### src/jbq_pkg.sv
// Shared constants, field widths, operation and mode codes, and the
// standard JPEG step tables for the block quantizer. No dependencies.
package jbq_pkg;

    // Fixed-point format of the quantizer input
    localparam int FRACTION_BITS = 4;

    // Field widths
    localparam int VALUE_W  = 16;
    localparam int RESULT_W = 19;
    localparam int POS_W    = 6;
    localparam int MODE_W   = 3;
    localparam int STEP_W   = 7;

    // Datapath widths
    localparam int MAG_W    = VALUE_W + 1;              // |value| incl. 32768
    localparam int SUM_W    = MAG_W + 2;                // 2*mag + step*2^F
    localparam int N_W      = MAG_W - FRACTION_BITS;    // pre-rounded numerator
    localparam int QSTAGE_W = 4;                        // quotient bits per stage
    localparam int Q_W      = 2 * QSTAGE_W;             // quotient (max 205)
    localparam int DVS_W    = STEP_W + QSTAGE_W;        // pre-shifted divisor
    localparam int PROD_W   = VALUE_W + STEP_W + 1;     // signed dequant product

    localparam logic signed [RESULT_W-1:0] RESULT_MAX = {1'b0, {(RESULT_W-1){1'b1}}};
    localparam logic signed [RESULT_W-1:0] RESULT_MIN = {1'b1, {(RESULT_W-1){1'b0}}};

    // Operation codes
    localparam logic CMD_QUANT   = 1'b0;
    localparam logic CMD_DEQUANT = 1'b1;

    // Step table modes; unused codes fall back to the standard tables
    localparam logic [MODE_W-1:0] MODE_STD     = 3'd0;
    localparam logic [MODE_W-1:0] MODE_FLAT20  = 3'd1;
    localparam logic [MODE_W-1:0] MODE_FLAT100 = 3'd2;
    localparam logic [MODE_W-1:0] MODE_L20_C80 = 3'd3;
    localparam logic [MODE_W-1:0] MODE_L80_C20 = 3'd4;

    typedef logic [STEP_W-1:0] step_t;

    localparam step_t STEP_20  = 7'd20;
    localparam step_t STEP_80  = 7'd80;
    localparam step_t STEP_100 = 7'd100;

    // Standard JPEG luma table, row-major
    localparam step_t STD_LUMA [64] = '{
        7'd16, 7'd11, 7'd10, 7'd16, 7'd24, 7'd40, 7'd51, 7'd61,
        7'd12, 7'd12, 7'd14, 7'd19, 7'd26, 7'd58, 7'd60, 7'd55,
        7'd14, 7'd13, 7'd16, 7'd24, 7'd40, 7'd57, 7'd69, 7'd56,
        7'd14, 7'd17, 7'd22, 7'd29, 7'd51, 7'd87, 7'd80, 7'd62,
        7'd18, 7'd22, 7'd37, 7'd56, 7'd68, 7'd109, 7'd103, 7'd77,
        7'd24, 7'd35, 7'd55, 7'd64, 7'd81, 7'd104, 7'd113, 7'd92,
        7'd49, 7'd64, 7'd78, 7'd87, 7'd103, 7'd121, 7'd120, 7'd101,
        7'd72, 7'd92, 7'd95, 7'd98, 7'd112, 7'd100, 7'd103, 7'd99
    };

    // Standard JPEG chroma table, row-major
    localparam step_t STD_CHROMA [64] = '{
        7'd17, 7'd18, 7'd24, 7'd47, 7'd99, 7'd99, 7'd99, 7'd99,
        7'd18, 7'd21, 7'd26, 7'd66, 7'd99, 7'd99, 7'd99, 7'd99,
        7'd24, 7'd26, 7'd56, 7'd99, 7'd99, 7'd99, 7'd99, 7'd99,
        7'd47, 7'd66, 7'd99, 7'd99, 7'd99, 7'd99, 7'd99, 7'd99,
        7'd99, 7'd99, 7'd99, 7'd99, 7'd99, 7'd99, 7'd99, 7'd99,
        7'd99, 7'd99, 7'd99, 7'd99, 7'd99, 7'd99, 7'd99, 7'd99,
        7'd99, 7'd99, 7'd99, 7'd99, 7'd99, 7'd99, 7'd99, 7'd99,
        7'd99, 7'd99, 7'd99, 7'd99, 7'd99, 7'd99, 7'd99, 7'd99
    };

endpackage

### src/jbq_step_lut.sv
// Step size lookup from mode, luma/chroma flag and coefficient position.
// Depends on jbq_pkg for the mode codes and standard tables.
module jbq_step_lut (
    input  logic [jbq_pkg::MODE_W-1:0] mode,
    input  logic                       is_luma,
    input  logic [jbq_pkg::POS_W-1:0]  position,
    output jbq_pkg::step_t             step
);
    import jbq_pkg::*;

    // Decode mode into a constant step or a table entry
    always_comb
    begin
        unique case (mode)
            MODE_FLAT20:  step = STEP_20;
            MODE_FLAT100: step = STEP_100;
            MODE_L20_C80: step = is_luma ? STEP_20 : STEP_80;
            MODE_L80_C20: step = is_luma ? STEP_80 : STEP_20;
            default:      step = is_luma ? STD_LUMA[position] : STD_CHROMA[position];
        endcase
    end

endmodule

### src/jbq_div4.sv
// Four restoring-division steps: yields four quotient bits of rem_in over a
// pre-shifted divisor and the partial remainder. Depends on jbq_pkg widths.
module jbq_div4 (
    input  logic [jbq_pkg::N_W-1:0]      rem_in,
    input  logic [jbq_pkg::DVS_W-1:0]    divisor,
    output logic [jbq_pkg::N_W-1:0]      rem_out,
    output logic [jbq_pkg::QSTAGE_W-1:0] quo
);
    import jbq_pkg::*;

    localparam int CMP_W = DVS_W + QSTAGE_W;

    // Compare and subtract, most significant quotient bit first
    always_comb
    begin
        logic [CMP_W-1:0] rem;
        logic [CMP_W-1:0] trial;
        rem = CMP_W'(rem_in);
        quo = '0;
        for (int j = QSTAGE_W - 1; j >= 0; j--)
        begin
            trial = CMP_W'(divisor) << j;
            if (rem >= trial)
            begin
                rem    = rem - trial;
                quo[j] = 1'b1;
            end
        end
        rem_out = rem[N_W-1:0];
    end

endmodule

### src/jpeg_block_quantizer.sv
// JPEG 8x8 coefficient quantizer/dequantizer, five-stage valid/ready pipeline.
// Depends on jbq_pkg, jbq_step_lut and jbq_div4.
//
//  channel | signals                                   | direction
//  --------+-------------------------------------------+----------
//  config  | cfg_we, cfg_wdata                         | in
//  input   | in_valid, in_ready, cmd, is_luma,         | in / out ready
//          | position, value                           |
//  output  | out_valid, out_ready, result              | out / in ready
//
// A result passes through stages s1 to s5 and leaves from result_reg;
// one transaction per cycle is sustained while out_ready stays high, because
// every stage, the two-stage quotient divider included, is fully pipelined.
// Reset clears all stage valid bits and sets quant_mode to standard tables.
// A stall at out_ready backs up stage by stage; in_ready drops only once all
// five stages hold an item.
module jpeg_block_quantizer (
    input  logic                                clk,
    input  logic                                rst_n,
    input  logic                                cfg_we,
    input  logic [jbq_pkg::MODE_W-1:0]          cfg_wdata,
    input  logic                                in_valid,
    output logic                                in_ready,
    input  logic                                cmd,
    input  logic                                is_luma,
    input  logic [jbq_pkg::POS_W-1:0]           position,
    input  logic signed [jbq_pkg::VALUE_W-1:0]  value,
    output logic                                out_valid,
    input  logic                                out_ready,
    output logic signed [jbq_pkg::RESULT_W-1:0] result
);
    import jbq_pkg::*;

    localparam logic signed [PROD_W-1:0] PROD_MAX = PROD_W'(RESULT_MAX);
    localparam logic signed [PROD_W-1:0] PROD_MIN = PROD_W'(RESULT_MIN);

    logic [MODE_W-1:0] quant_mode_reg;

    // Stage valid bits and stage readiness
    logic s1_valid_reg, s2_valid_reg, s3_valid_reg, s4_valid_reg, s5_valid_reg;
    logic s1_ready, s2_ready, s3_ready, s4_ready, s5_ready;

    // Stage 1: step, sign, magnitude
    logic                       s1_cmd_reg;
    logic                       s1_neg_reg;
    logic [MAG_W-1:0]           s1_mag_reg;
    logic signed [VALUE_W-1:0]  s1_value_reg;
    step_t                      s1_step_reg;

    // Stage 2: rounded numerator and dequant product
    logic                       s2_cmd_reg;
    logic                       s2_neg_reg;
    step_t                      s2_step_reg;
    logic [N_W-1:0]             s2_num_reg;
    logic signed [PROD_W-1:0]   s2_prod_reg;

    // Stage 3: upper quotient bits, saturated dequant result
    logic                       s3_cmd_reg;
    logic                       s3_neg_reg;
    step_t                      s3_step_reg;
    logic [N_W-1:0]             s3_rem_reg;
    logic [QSTAGE_W-1:0]        s3_qhi_reg;
    logic signed [RESULT_W-1:0] s3_deq_reg;

    // Stage 4: full quotient
    logic                       s4_cmd_reg;
    logic                       s4_neg_reg;
    logic [Q_W-1:0]             s4_quo_reg;
    logic signed [RESULT_W-1:0] s4_deq_reg;

    // Stage 5: output register
    logic signed [RESULT_W-1:0] result_reg;

    step_t                      step_lookup;
    logic [MAG_W-1:0]           mag_next;
    logic [SUM_W-1:0]           round_sum;
    logic signed [PROD_W-1:0]   prod_next;
    logic signed [RESULT_W-1:0] deq_next;
    logic [N_W-1:0]             rem_hi, rem_lo;
    logic [QSTAGE_W-1:0]        quo_hi, quo_lo;
    logic signed [RESULT_W-1:0] quo_ext;
    logic signed [RESULT_W-1:0] result_next;

    // Ready chain: a stage takes a new item when empty or draining
    assign s5_ready = !s5_valid_reg || out_ready;
    assign s4_ready = !s4_valid_reg || s5_ready;
    assign s3_ready = !s3_valid_reg || s4_ready;
    assign s2_ready = !s2_valid_reg || s3_ready;
    assign s1_ready = !s1_valid_reg || s2_ready;
    assign in_ready = s1_ready;

    // Look up the step size for the incoming transaction
    jbq_step_lut u_step_lut (
        .mode     (quant_mode_reg),
        .is_luma  (is_luma),
        .position (position),
        .step     (step_lookup)
    );

    assign mag_next = value[VALUE_W-1] ? MAG_W'(-$signed({value[VALUE_W-1], value}))
                                       : MAG_W'(value);

    // Fold round-half-away into the numerator: (2*mag + step*2^F) >> (F+1)
    assign round_sum = {1'b0, s1_mag_reg, 1'b0} + (SUM_W'(s1_step_reg) << FRACTION_BITS);
    assign prod_next = PROD_W'(s1_value_reg) * PROD_W'($signed({1'b0, s1_step_reg}));

    // Saturate dequant product
    always_comb
    begin
        if (s2_prod_reg > PROD_MAX)
            deq_next = RESULT_MAX;
        else if (s2_prod_reg < PROD_MIN)
            deq_next = RESULT_MIN;
        else
            deq_next = s2_prod_reg[RESULT_W-1:0];
    end

    // Divide, upper quotient bits against step shifted by four
    jbq_div4 u_div_hi (
        .rem_in  (s2_num_reg),
        .divisor ({s2_step_reg, {QSTAGE_W{1'b0}}}),
        .rem_out (rem_hi),
        .quo     (quo_hi)
    );

    // Divide, lower quotient bits against plain step
    jbq_div4 u_div_lo (
        .rem_in  (s3_rem_reg),
        .divisor (DVS_W'(s3_step_reg)),
        .rem_out (rem_lo),
        .quo     (quo_lo)
    );

    // Apply sign or pick dequant result
    assign quo_ext     = RESULT_W'(s4_quo_reg);
    assign result_next = (s4_cmd_reg == CMD_DEQUANT) ? s4_deq_reg
                       : (s4_neg_reg ? -quo_ext : quo_ext);

    // Hold mode register and stage valid bits
    always_ff @(posedge clk or negedge rst_n)
    begin
        if (!rst_n)
        begin
            quant_mode_reg <= MODE_STD;
            s1_valid_reg   <= 1'b0;
            s2_valid_reg   <= 1'b0;
            s3_valid_reg   <= 1'b0;
            s4_valid_reg   <= 1'b0;
            s5_valid_reg   <= 1'b0;
        end
        else
        begin
            if (cfg_we)
                quant_mode_reg <= cfg_wdata;
            if (s1_ready) s1_valid_reg <= in_valid;
            if (s2_ready) s2_valid_reg <= s1_valid_reg;
            if (s3_ready) s3_valid_reg <= s2_valid_reg;
            if (s4_ready) s4_valid_reg <= s3_valid_reg;
            if (s5_ready) s5_valid_reg <= s4_valid_reg;
        end
    end

    // Advance payload where the stage loads
    always_ff @(posedge clk)
    begin
        if (s1_ready && in_valid)
        begin
            s1_cmd_reg   <= cmd;
            s1_neg_reg   <= value[VALUE_W-1];
            s1_mag_reg   <= mag_next;
            s1_value_reg <= value;
            s1_step_reg  <= step_lookup;
        end
        if (s2_ready && s1_valid_reg)
        begin
            s2_cmd_reg  <= s1_cmd_reg;
            s2_neg_reg  <= s1_neg_reg;
            s2_step_reg <= s1_step_reg;
            s2_num_reg  <= round_sum[FRACTION_BITS+1 +: N_W];
            s2_prod_reg <= prod_next;
        end
        if (s3_ready && s2_valid_reg)
        begin
            s3_cmd_reg  <= s2_cmd_reg;
            s3_neg_reg  <= s2_neg_reg;
            s3_step_reg <= s2_step_reg;
            s3_rem_reg  <= rem_hi;
            s3_qhi_reg  <= quo_hi;
            s3_deq_reg  <= deq_next;
        end
        if (s4_ready && s3_valid_reg)
        begin
            s4_cmd_reg <= s3_cmd_reg;
            s4_neg_reg <= s3_neg_reg;
            s4_quo_reg <= {s3_qhi_reg, quo_lo};
            s4_deq_reg <= s3_deq_reg;
        end
        if (s5_ready && s4_valid_reg)
            result_reg <= result_next;
    end

    assign out_valid = s5_valid_reg;
    assign result    = result_reg;

    // A full pipeline with a stalled output is the only cause of backpressure
    a_ready_full: assert property (@(posedge clk) disable iff (!rst_n)
        !in_ready |-> (s1_valid_reg && s2_valid_reg && s3_valid_reg &&
                       s4_valid_reg && s5_valid_reg && !out_ready))
        else $error("in_ready low while pipeline has room");

    // Quotient must fit in the two divider stages
    a_quo_fits: assert property (@(posedge clk) disable iff (!rst_n)
        (s2_valid_reg && s2_cmd_reg == CMD_QUANT) |->
            ((STEP_W + Q_W)'(s2_num_reg) < ((STEP_W + Q_W)'(s2_step_reg) << Q_W)))
        else $error("quantize numerator overflows quotient width");

    // Final remainder must be below the step
    a_rem_below_step: assert property (@(posedge clk) disable iff (!rst_n)
        (s3_valid_reg && s3_cmd_reg == CMD_QUANT) |->
            (rem_lo < N_W'(s3_step_reg)))
        else $error("divider remainder not below step");

    // A stalled result holds its value
    a_result_hold: assert property (@(posedge clk) disable iff (!rst_n)
        (out_valid && !out_ready) |=> (out_valid && $stable(result)))
        else $error("stalled result changed");

endmodule
### config.mk
export PLATFORM = sky130hd
export DESIGN_NAME = jpeg_block_quantizer
export DESIGN_NICKNAME = d
export VERILOG_FILES = /design/src/jbq_pkg.sv /design/src/jbq_step_lut.sv /design/src/jbq_div4.sv /design/src/jpeg_block_quantizer.sv
export SDC_FILE = /design/constraint.sdc
export NUM_CORES = 1
export LEC_CHECK = 0
export BUFFER_PORTS_ARGS = -buffer_cell sky130_fd_sc_hd__buf_2
export CELL_PAD_IN_SITES_DETAIL_PLACEMENT = 1
export CELL_PAD_IN_SITES_GLOBAL_PLACEMENT = 2
export CORE_ASPECT_RATIO = 0.9
export CORE_MARGIN = 2
export CORE_UTILIZATION = 38
export DETAILED_ROUTE_END_ITERATION = 7
export PLACE_DENSITY_LB_ADDON = 0.12
export SKIP_LAST_GASP = 1
export SLEW_MARGIN = 20
export SYNTH_ARGS = -nofsm -noshare
export SYNTH_HDL_FRONTEND = slang
export SYNTH_SLANG_ARGS = --single-unit
### constraint.sdc
create_clock -name clk -period 8.2 [get_ports clk]
set_input_delay 0.82 -clock clk [delete_from_list [all_inputs] [get_ports clk]]
set_output_delay 0.82 -clock clk [all_outputs]
set_load 0.03 [all_outputs]
==> results of run 1 <==
-- layout by cell type, fill, tap and decap left out, drive strengths merged, types with 5 or more instances in the layout --
cell     synthesis  routed
a21oi           88      88
or4              6       6
a2111oi          9       9
and2            91      91
a21o            27      27
o21ai           68      69
mux2            21      21
nor4             8       8
a211oi           7       7
buf              4      95
o2111ai          5       5
o21a            36      36
nand4            9       9
nand2          106     106
o31a             9       9
mux2i           15      15
xor2            26      26
nand2b          26      26
nor2            98      98
o21bai           8       8
edfxtp         177     177
clkinv           0       9
fa              94      94
nor3            25      25
a21boi           6       6
dfrtp            8       8
o41ai            5       5
ha             118     118
or2              8       8
nand3           16      16
o31ai            8       8
clkbuf          36      17
and3             6       6
o211ai          10      10
nor2b           30      30
xnor2           53      53
inv            177     182
-- repair_timing --
action / CTS / global route
gates cloned: 0 / 1
setup buffers: 0 / 7
setup endpoints to repair: 8 / 11
pin swaps: 1 / 3
gates resized for setup: 5 / 33
-- area by class of cell --
| class | count | area [um^2] |
|---|---|---|
| inverter | 177 | 669 |
| antenna | 1 | 2.50 |
| clock buffer | 17 | 425 |
| multi-input combinational | 1098 | 9030 |
| timing repair buffer | 95 | 583 |
| tap | 532 | 666 |
| clock inverter | 15 | 139 |
| sequential | 185 | 5520 |
| fill | 4439 | 22400 |
-- layer usage --
metal  vias up  global-route usage [%]
met4         0                    4.78
li1       5392                       -
met5         -                       0
met2       159                    29.3
met1      5481                    28.2
met3        33                    2.82
-- worst register-to-register path: cells and delay by family, from the launching register on --
kind / cells / cell delay [ps]
AOI/OAI and AO/OA: 15 / 3010
adders and majority gates: 3 / 950
buffers and inverters: 4 / 600
DFF: 1 / 390
muxes: 2 / 590
and+or+nand+nor: 9 / 2070
-- cell families after synthesis --
group	Yosys count
AND/OR/NAND/NOR	446
flip-flops	185
other	1
adder cells (fa/ha/maj)	212
AO/OA/AOI/OAI	323
buffers and inverters	217
XOR/XNOR	79
multiplexers	36
-- power breakdown --
group / switching (mW) / internal (mW) / total [mW]
clock: 0.392 / 0.399 / 0.791
sequential: 0.160 / 1.49 / 1.65
combinational: 2.76 / 2.12 / 4.89
total: 3.32 / 4.01 / 7.33
-- synth_stat cells (5+ instances only) --
master	instances	area [um^2]
nor4_1	8	50.1
inv_1	176	661
o2111ai_1	5	43.8
and3_1	6	37.5
a211oi_1	6	45.0
a2111oi_0	9	78.8
o31a_1	9	78.8
and2_1	90	563
nand3_1	16	80.1
nor2_1	97	364
a21oi_1	88	440
dfrtp_1	8	200
xor2_1	26	228
xnor2_1	53	464
mux2_2	21	236
edfxtp_1	177	5320
o41ai_1	5	43.8
fa_1	94	1880
o21bai_1	8	60.1
o21ai_0	65	325
nand2b_1	26	163
nor2b_1	30	188
mux2i_1	15	150
ha_1	118	1480
nand2_1	106	398
o21a_1	36	270
clkbuf_1	36	135
a21o_1	26	195
o211ai_1	10	75.1
nor3_1	25	125
o31ai_1	8	60.1
a21boi_0	5	37.5
nand4_1	9	56.3
or2_2	8	50.1
-- worst paths after layout --
check / start / end / slack [ps]
setup / recovery: s2_num_reg[0]$_DFFE_PP_ / s3_rem_reg[8]$_DFFE_PP_ / 370
hold / removal: rst_n / quant_mode_reg[2]$_DFFE_PN0P_ / 260
setup reg to reg: s2_num_reg[0]$_DFFE_PP_ / s3_rem_reg[8]$_DFFE_PP_ / 370
hold reg to reg: s2_neg_reg$_DFFE_PP_ / s3_neg_reg$_DFFE_PP_ / 420
max in group asynchronous: rst_n / s4_valid_reg$_DFFE_PN0P_ / 7690
min in group clk: s2_neg_reg$_DFFE_PP_ / s3_neg_reg$_DFFE_PP_ / 420
==> impl_metrics.tcl, run 1 <==
set metrics [dict create \
    status "finished clean" \
    arrival_ps 8040 \
    yosys_register_bits 185 \
    grt_pass1_wl_um 62300 \
    required_ps 8400 \
    drtIter0Drc 624 \
    finalHoldViolCount 0 \
    synth-xor-area-share_pct 4.55 \
    max-cap-violations 0 \
    vias 11065 \
    cp_top_family "compound AO/OA/AOI/OAI gates" \
    critical_path_depth 33 \
    synthMuxAreaShare_pct 2.54 \
    fp.dieH_um 194 \
    gp_congestion 0.828 \
    io_pins 53 \
    portBuffers 52 \
    cp_max_fo 8 \
    grt_pass1_vias 11273 \
    synth_compound_area_share_pct 14.1 \
    start_kind "flip-flop" \
    max_freq_mhz 128 \
    synth_top_family_by_area "adder cells" \
    yosysWarnings 0 \
    fin_skew_ps 17.6 \
    grt_max_degree 47 \
    layout.nets 1818 \
    cp-end-kind "flip-flop" \
    drt_wl_total_um 38900 \
    power_mw 7.33 \
    antenna_found_initial 1 \
    clock_sinks 185 \
    cp_slowest_cell "or4_4" \
    final_max_slew_viol_count 0 \
    crit_top_cell "buf_4" \
    syn-num-nets 1743 \
    core_um2 39500 \
    finalCriticalPeriod_ps 7830 \
    synth_edf_count 177 \
    initial_core_util_pct 38.5 \
    leakagePower_nw 7.12 \
    min_period_over_period_pct 95.5 \
    stdcell_count 2120 \
    finalSetupTns_ps 0 \
    wl_met3_um 1120 \
    irDropWorstVdd_v 0.000224 \
    ctsRootBufferMaster "clkbuf_16" \
    drt-met1-wl_um 20200 \
    ys.flop_type "edfxtp_1" \
    synth_cell_types 74 \
    place_area_um2 16200 \
    drc_errors 0 \
    min_path_type "in -> async" \
    holdBufCountCts 0 \
    track_usage_pct 19.1 \
    finalHoldWorstSlack_ps 261 \
    met2_length_um 17100 \
    top_layer_used "met4" \
    drt-pass1-iter-count 5 \
    layout_setup_ws_ps 368 \
    cts_made_buffers 17 \
    p_per_area_nw_per_um2 430 \
    clockBufferDepth 2 \
    rows 69 \
    relSlewSlack_pct 30.4 \
    fp.dieW_um 215 \
    hpwlAfterDp_um 30400 \
    synth_cells 1499 \
    die-area_um2 41600 \
    finalCoreUtilization_pct 43.2 \
    final_area_um2 17000 \
    setup_violations 0 \
    avgSynthCellArea_um2 10.1 \
    clock_latency_ps 460 \
    worst-setup-path-type "reg -> reg" \
    largest_register_ffs 24 \
    worstMarginPinSlew_ps 1040 \
    ys_seq_area_share_pct 36.3 \
    htreeDepth 4 \
    grt-ovfl-total 0 \
    area_growth_pct 12.1 \
    cts_tree "done" \
    post-place-ws_ps -334 \
    synth-async-reset-ratio_pct 4.32 \
    rr_worst_depth 33 \
    post_drt_via_cell_ratio 5.22 \
    path_buf_inv 4 \
    drive_above_1_share_pct 12.5 \
    slowest_delay_ps 590 \
    synthSimpleGateAreaFrac_pct 15.0 \
    netlist_area_um2 15200 \
    dpl.cell_count 2079 \
    path_clk_slew_ps 70 \
    ant_nets 0 \
    synthAdderAreaFrac_pct 22.1 \
    wl_per_cell_um 18.4 \
]
(Power assumes the default switching activity.)
==> run 2: changes to the inputs <==
- BUFFER_PORTS_ARGS: -buffer_cell sky130_fd_sc_hd__buf_2 -> default
- CORE_UTILIZATION: 38 -> 39
- DONT_BUFFER_PORTS: default -> 1
==> run 2 against run 1 <==
Non-clock buffer count fell by 60. Total power shrank 0.33%. Register-to-register slack gained 140 ps. Clock power increased by 3.0%. Via count is 3.1% lower. Clock-buffer cell count did not move. Fmax up 1.8%. Routed wire length fell by 1.2%. Utilization up 0.47 points. Die area down 2.5%. Sequential share of layout area grew 0.55 points. Combinational power fell by 2%. Critical path type unchanged. Critical endpoint is now s3_rem_reg[10]$_DFFE_PP_. Highest routed layer unchanged.
==> impl_metrics.tcl, run 2 (same netlist as run 1, synthesis figures left out) <==
set metrics [dict create \
    rrSetupSlack_ps 510 \
    diodes 0 \
    r2r-start "s2_num_reg[0]$_DFFE_PP_" \
    mostFrequentLayoutCells "edfxtp_1 (177), inv_1 (173), ha_1 (115), nand2_1 (104), nor2_1 (95)" \
    status "finished clean" \
    finalHoldViolCount 0 \
    track_usage_pct 19.8 \
    antenna_found_initial 1 \
    min_path_type "in -> async" \
    post-place-ws_ps -475 \
    initial_core_util_pct 39.6 \
    hpwlAfterDp_um 29800 \
    grt-ovfl-total 0 \
    crit_top_cell "buf_4" \
    grt_pass1_vias 11267 \
    clock_latency_ps 450 \
    met1_usage_pct 28.9 \
    arrival_ps 7900 \
    required_ps 8410 \
    min_period_over_period_pct 93.8 \
    drive_above_1_share_pct 9.37 \
    clock_sinks 185 \
    power_mw 7.30 \
    layout_setup_ws_ps 505 \
    rows 68 \
    leakagePower_nw 6.89 \
    max_freq_mhz 130 \
    max-cap-violations 0 \
    finalCoreUtilization_pct 43.6 \
    irDropWorstVdd_v 0.000274 \
    vias 10724 \
    finalCriticalPeriod_ps 7690 \
    cp_slowest_cell "or4_4" \
    setup_violations 0 \
    timing.rr.end "s3_rem_reg[10]$_DFFE_PP_" \
    post_drt_via_cell_ratio 5.23 \
    p_per_area_nw_per_um2 436 \
    path_clk_slew_ps 80 \
    worstMarginPinSlew_ps 1110 \
    drt-pass1-iter-count 4 \
    finalSetupTns_ps 0 \
    ctsRootBufferMaster "clkbuf_16" \
    largest_register_ffs 24 \
    layout_commonest_cell "edfxtp_1" \
    path_buf_inv 4 \
    cts_tree "done" \
    slowest_delay_ps 590 \
    final_max_slew_viol_count 0 \
    ant_nets 0 \
    layout.nets 1757 \
    htreeDepth 4 \
    start_kind "flip-flop" \
    core_um2 38400 \
    relSlewSlack_pct 26.3 \
    drtIter0Drc 564 \
    wl_per_cell_um 18.8 \
    worst-setup-path-type "reg -> reg" \
    drt_wl_total_um 38500 \
    io_pins 53 \
    portBuffers 0 \
    stdcell_count 2051 \
    cp_top_family "compound AO/OA/AOI/OAI gates" \
    grt_pass1_wl_um 62200 \
    cp-end-kind "flip-flop" \
    grt_max_degree 47 \
    use_met3_pct 2.81 \
    fin_skew_ps 16.1 \
    cts_made_buffers 17 \
    die-area_um2 40600 \
    fp.dieH_um 191 \
    dpl.cell_count 2014 \
    cp_max_fo 10 \
    clockBufferDepth 2 \
    gp_congestion 0.829 \
    rr_worst_depth 33 \
    use_met2_pct 31.3 \
    fp.dieW_um 212 \
    drc_errors 0 \
    area_growth_pct 10.2 \
    busiest_layer "met2" \
]
==> run 2: how the worst max path moves through the flow <==
stage | startpoint | end | slack, ps | cells after the start
2_1_floorplan | s2_step_reg[1]$_DFFE_PP_ | s3_rem_reg[10]$_DFFE_PP_ | 190 | 38
3_3_place_gp | s3_step_reg[1]$_DFFE_PP_ | s4_quo_reg[0]$_DFFE_PP_ | -470 | 36
3_5_place_dp | s3_step_reg[1]$_DFFE_PP_ | s4_quo_reg[0]$_DFFE_PP_ | -470 | 36
4_1_cts | s2_num_reg[7]$_DFFE_PP_ | s3_rem_reg[10]$_DFFE_PP_ | 20 | 38
5_1_grt | s2_num_reg[7]$_DFFE_PP_ | s3_rem_reg[10]$_DFFE_PP_ | -40 | 38
6_report | s2_num_reg[0]$_DFFE_PP_ | s3_rem_reg[10]$_DFFE_PP_ | 510 | 33
==> run 2: repair_timing <==
action / 4_1_cts / 5_1_grt
pin swaps: 0 / 4
resized for setup: 9 / 36
hold buffers: 0 / 0
buffers inserted: 0 / 5
endpoints found under the setup margin: 9 / 11
==> run 2: final cells by class <==
cell class	count	area [um^2]
timing repair buffer	35	263
multi-input combinational	1097	9060
fill	4252	21600
clock buffer	17	425
tap	525	657
inverter	177	669
sequential	185	5520
clock inverter	15	160
==> run 2: per-stage QoR <==
| stage | hold slack [ps] | area, um^2 |
|---|---|---|
| 6_report | 58.8 | 16700 |
| 5_1_grt | 29.3 | 16700 |
| 4_1_cts | 28.9 | 16600 |
| 3_5_place_dp | 406 | 15900 |
| 3_3_place_gp | 401 | 15900 |
| 2_1_floorplan | 400 | 15200 |
==> run 2: where the power goes <==
| group | switching, mW | leakage [nW] | internal, mW |
|---|---|---|---|
| clock | 0.409 | 0.280 | 0.406 |
| sequential | 0.204 | 1.80 | 1.50 |
| combinational | 2.71 | 4.80 | 2.08 |
| total | 3.32 | 6.89 | 3.99 |
==> run 2: routing by layer <==
layer | share of wire (%) | wire [um]
met1 | 52 | 20000
met2 | 45 | 17100
met5 | 0 | 0
met4 | 1.2 | 454
met3 | 2.3 | 898
==> run 3: changes to the inputs <==
- MAX_ROUTING_LAYER: default -> met4
- PLACE_DENSITY: default -> 0.85
- PLACE_DENSITY_LB_ADDON: 0.12 -> default
==> run 3 against run 2 <==
Final cell count is the same. Via count up 2.3%. Total power up 1.7%. Fmax fell by 2.9%. Utilization rose by 0.088 points. First-iteration DRC count grew 5.1%. Sequential power is essentially flat. Routed wire length up 2.4%. Register-to-register slack worse by 230 ps. Clock power up 9.9%. Clock skew hardly changed. Non-clock buffer count shrank 4. Critical path type unchanged.
==> impl_metrics.tcl, run 3 (same netlist as run 1, synthesis figures left out) <==
set metrics [dict create \
    max-cap-violations 0 \
    track_usage_pct 20.6 \
    irDropWorstVdd_v 0.000205 \
    status "finished clean" \
    combinationalPowerShare_pct 65.0 \
    wl_per_cell_um 19.2 \
    post-place-ws_ps -316 \
    drc_errors 0 \
    cp_max_fo 9 \
    p_per_area_nw_per_um2 442 \
    relSlewSlack_pct 40.3 \
    worst-setup-path-type "reg -> reg" \
    holdBufCountCts 0 \
    leakagePower_nw 6.90 \
    path_clk_slew_ps 80 \
    finalCriticalPeriod_ps 7930 \
    clock_sinks 185 \
    die-area_um2 40600 \
    mostFrequentLayoutCells "edfxtp_1 (177), inv_1 (175), ha_1 (115), nand2_1 (105), nor2_1 (95)" \
    ant_nets 0 \
    drt_wl_total_um 39400 \
    vias 10971 \
    fin_skew_ps 16.1 \
    start_kind "flip-flop" \
    swShare_pct 45.5 \
    cp_top_family "compound AO/OA/AOI/OAI gates" \
    clockBufferDepth 2 \
    max_freq_mhz 126 \
    slowest_delay_ps 600 \
    gp_congestion 0.899 \
    post_drt_via_cell_ratio 5.35 \
    grt_max_degree 47 \
    final_max_slew_viol_count 0 \
    cts_made_buffers 17 \
    initial_core_util_pct 39.6 \
    drtIter0Drc 593 \
    fillers 4238 \
    layout_commonest_cell "edfxtp_1" \
    arrival_ps 8140 \
    fp.dieH_um 191 \
    cts_tree "done" \
    antenna_found_initial 1 \
    area_growth_pct 10.4 \
    clock_latency_ps 460 \
    min_path_type "in -> async" \
    power.share.clock_pct 12.1 \
    p_sw_mw 3.38 \
    cp_slowest_cell "or4_4" \
    rows 68 \
    stdcell_count 2051 \
    largest_register_ffs 24 \
    drt-pass1-iter-count 5 \
    ctsRootBufferMaster "clkbuf_16" \
    fp.dieW_um 212 \
    drive_above_1_share_pct 9.06 \
    core_um2 38400 \
    dpl.cell_count 2010 \
    htreeDepth 4 \
    hpwlAfterDp_um 29900 \
    internal_power_mw 4.05 \
    finalHoldViolCount 0 \
    required_ps 8410 \
    grt-ovfl-total 0 \
    grt_pass1_wl_um 63200 \
    setup_violations 0 \
    p_seq_share_pct 23.0 \
    path_buf_inv 3 \
    layout.nets 1754 \
    portBuffers 0 \
    grt_pass1_vias 11636 \
    cp-end-kind "flip-flop" \
    min_period_over_period_pct 96.7 \
    worstMarginPinSlew_ps 883 \
    layout_setup_ws_ps 274 \
    io_pins 53 \
]
-- run 3: cell count changes in the layout (fill, tap and decap cells not counted), sizes merged --
cell / before / now
diode: 0 / 3
buf: 35 / 31
bufinv: 0 / 2
o21ai: 68 / 69
clkinvlp: 2 / 0
inv: 183 / 185
clkinv: 7 / 5
-- run 3: metrics by stage --
step | util [%] | cell area [um^2] | TNS [ps] | hold slack, ps | total power [mW]
6_report | 43.7 | 16800 | 0 | 53.1 | 7.42
5_1_grt | 43.7 | 16800 | -460 | 37.9 | 8.06
4_1_cts | 43.2 | 16600 | -8.65 | 30.8 | 7.29
3_5_place_dp | 41.4 | 15900 | -2760 | 408 | 6.33
3_3_place_gp | 41.4 | 15900 | -102 | 403 | 6.13
2_1_floorplan | - | 15200 | 0 | 400 | 5.13
-- run 3: worst paths after layout --
path,from,end,slack [ps],cells after the start
max,s2_num_reg[0]$_DFFE_PP_,s3_rem_reg[10]$_DFFE_PP_,270,31
min,rst_n,quant_mode_reg[0]$_DFFE_PN0P_,50,0
max reg2reg,s2_num_reg[0]$_DFFE_PP_,s3_rem_reg[10]$_DFFE_PP_,270,31
min reg2reg,s3_deq_reg[17]$_SDFFCE_PN1P_,s4_deq_reg[17]$_DFFE_PP_,420,0
max in group asynchronous,rst_n,s1_valid_reg$_DFFE_PN0N_,8060,0
min in group clk,s3_deq_reg[17]$_SDFFCE_PN1P_,s4_deq_reg[17]$_DFFE_PP_,420,0
-- run 3: final cells by class --
type | count | area (um^2) | share of cell area, %
clock buffers | 17 | 425 | 2.54
diodes | 3 | 7.51 | 0.0447
clock inverters | 15 | 221 | 1.32
multi-input cells | 1098 | 9040 | 53.9
flip-flops and latches | 185 | 5520 | 32.9
repair buffers | 31 | 236 | 1.41
well taps | 525 | 657 | 3.91
inverters | 177 | 672 | 4.00
-- run 3: timing repair --
action                     4_1_cts  5_1_grt
pin swaps                        1        3
gates cloned                     0        1
setup endpoints to repair       11       11
setup buffers                    0        5
resized for setup                9       33
-- run 3: power by group through the flow --
stage          logic, mW  clock network (mW)  registers [mW]
6_report            4.82               0.896            1.71
5_1_grt             5.39               0.939            1.73
4_1_cts             4.67               0.910            1.71
3_5_place_dp        4.60                   0            1.73
3_3_place_gp        4.42                   0            1.71
2_1_floorplan       3.50                   0            1.63
-- run 3: worst reg2reg max path: cells and delay by family, from the launching register on --
| kind | cells | cell delay [ps] |
|---|---|---|
| compound gates | 14 | 2770 |
| mux | 2 | 560 |
| fa+ha+maj | 3 | 1030 |
| flops | 1 | 390 |
| buf+inv | 3 | 580 |
| simple gates | 9 | 2360 |
-- run 3: per-layer routing --
layer / GRT usage (%) / share of wire (%) / up-vias
li1: - / - / 5263
met1: 28.0 / 49 / 5512
met2: 33.1 / 47 / 166
met3: 2.76 / 3.0 / 30
met4: 4.50 / 0.98 / 0
met5: - / 0 / -
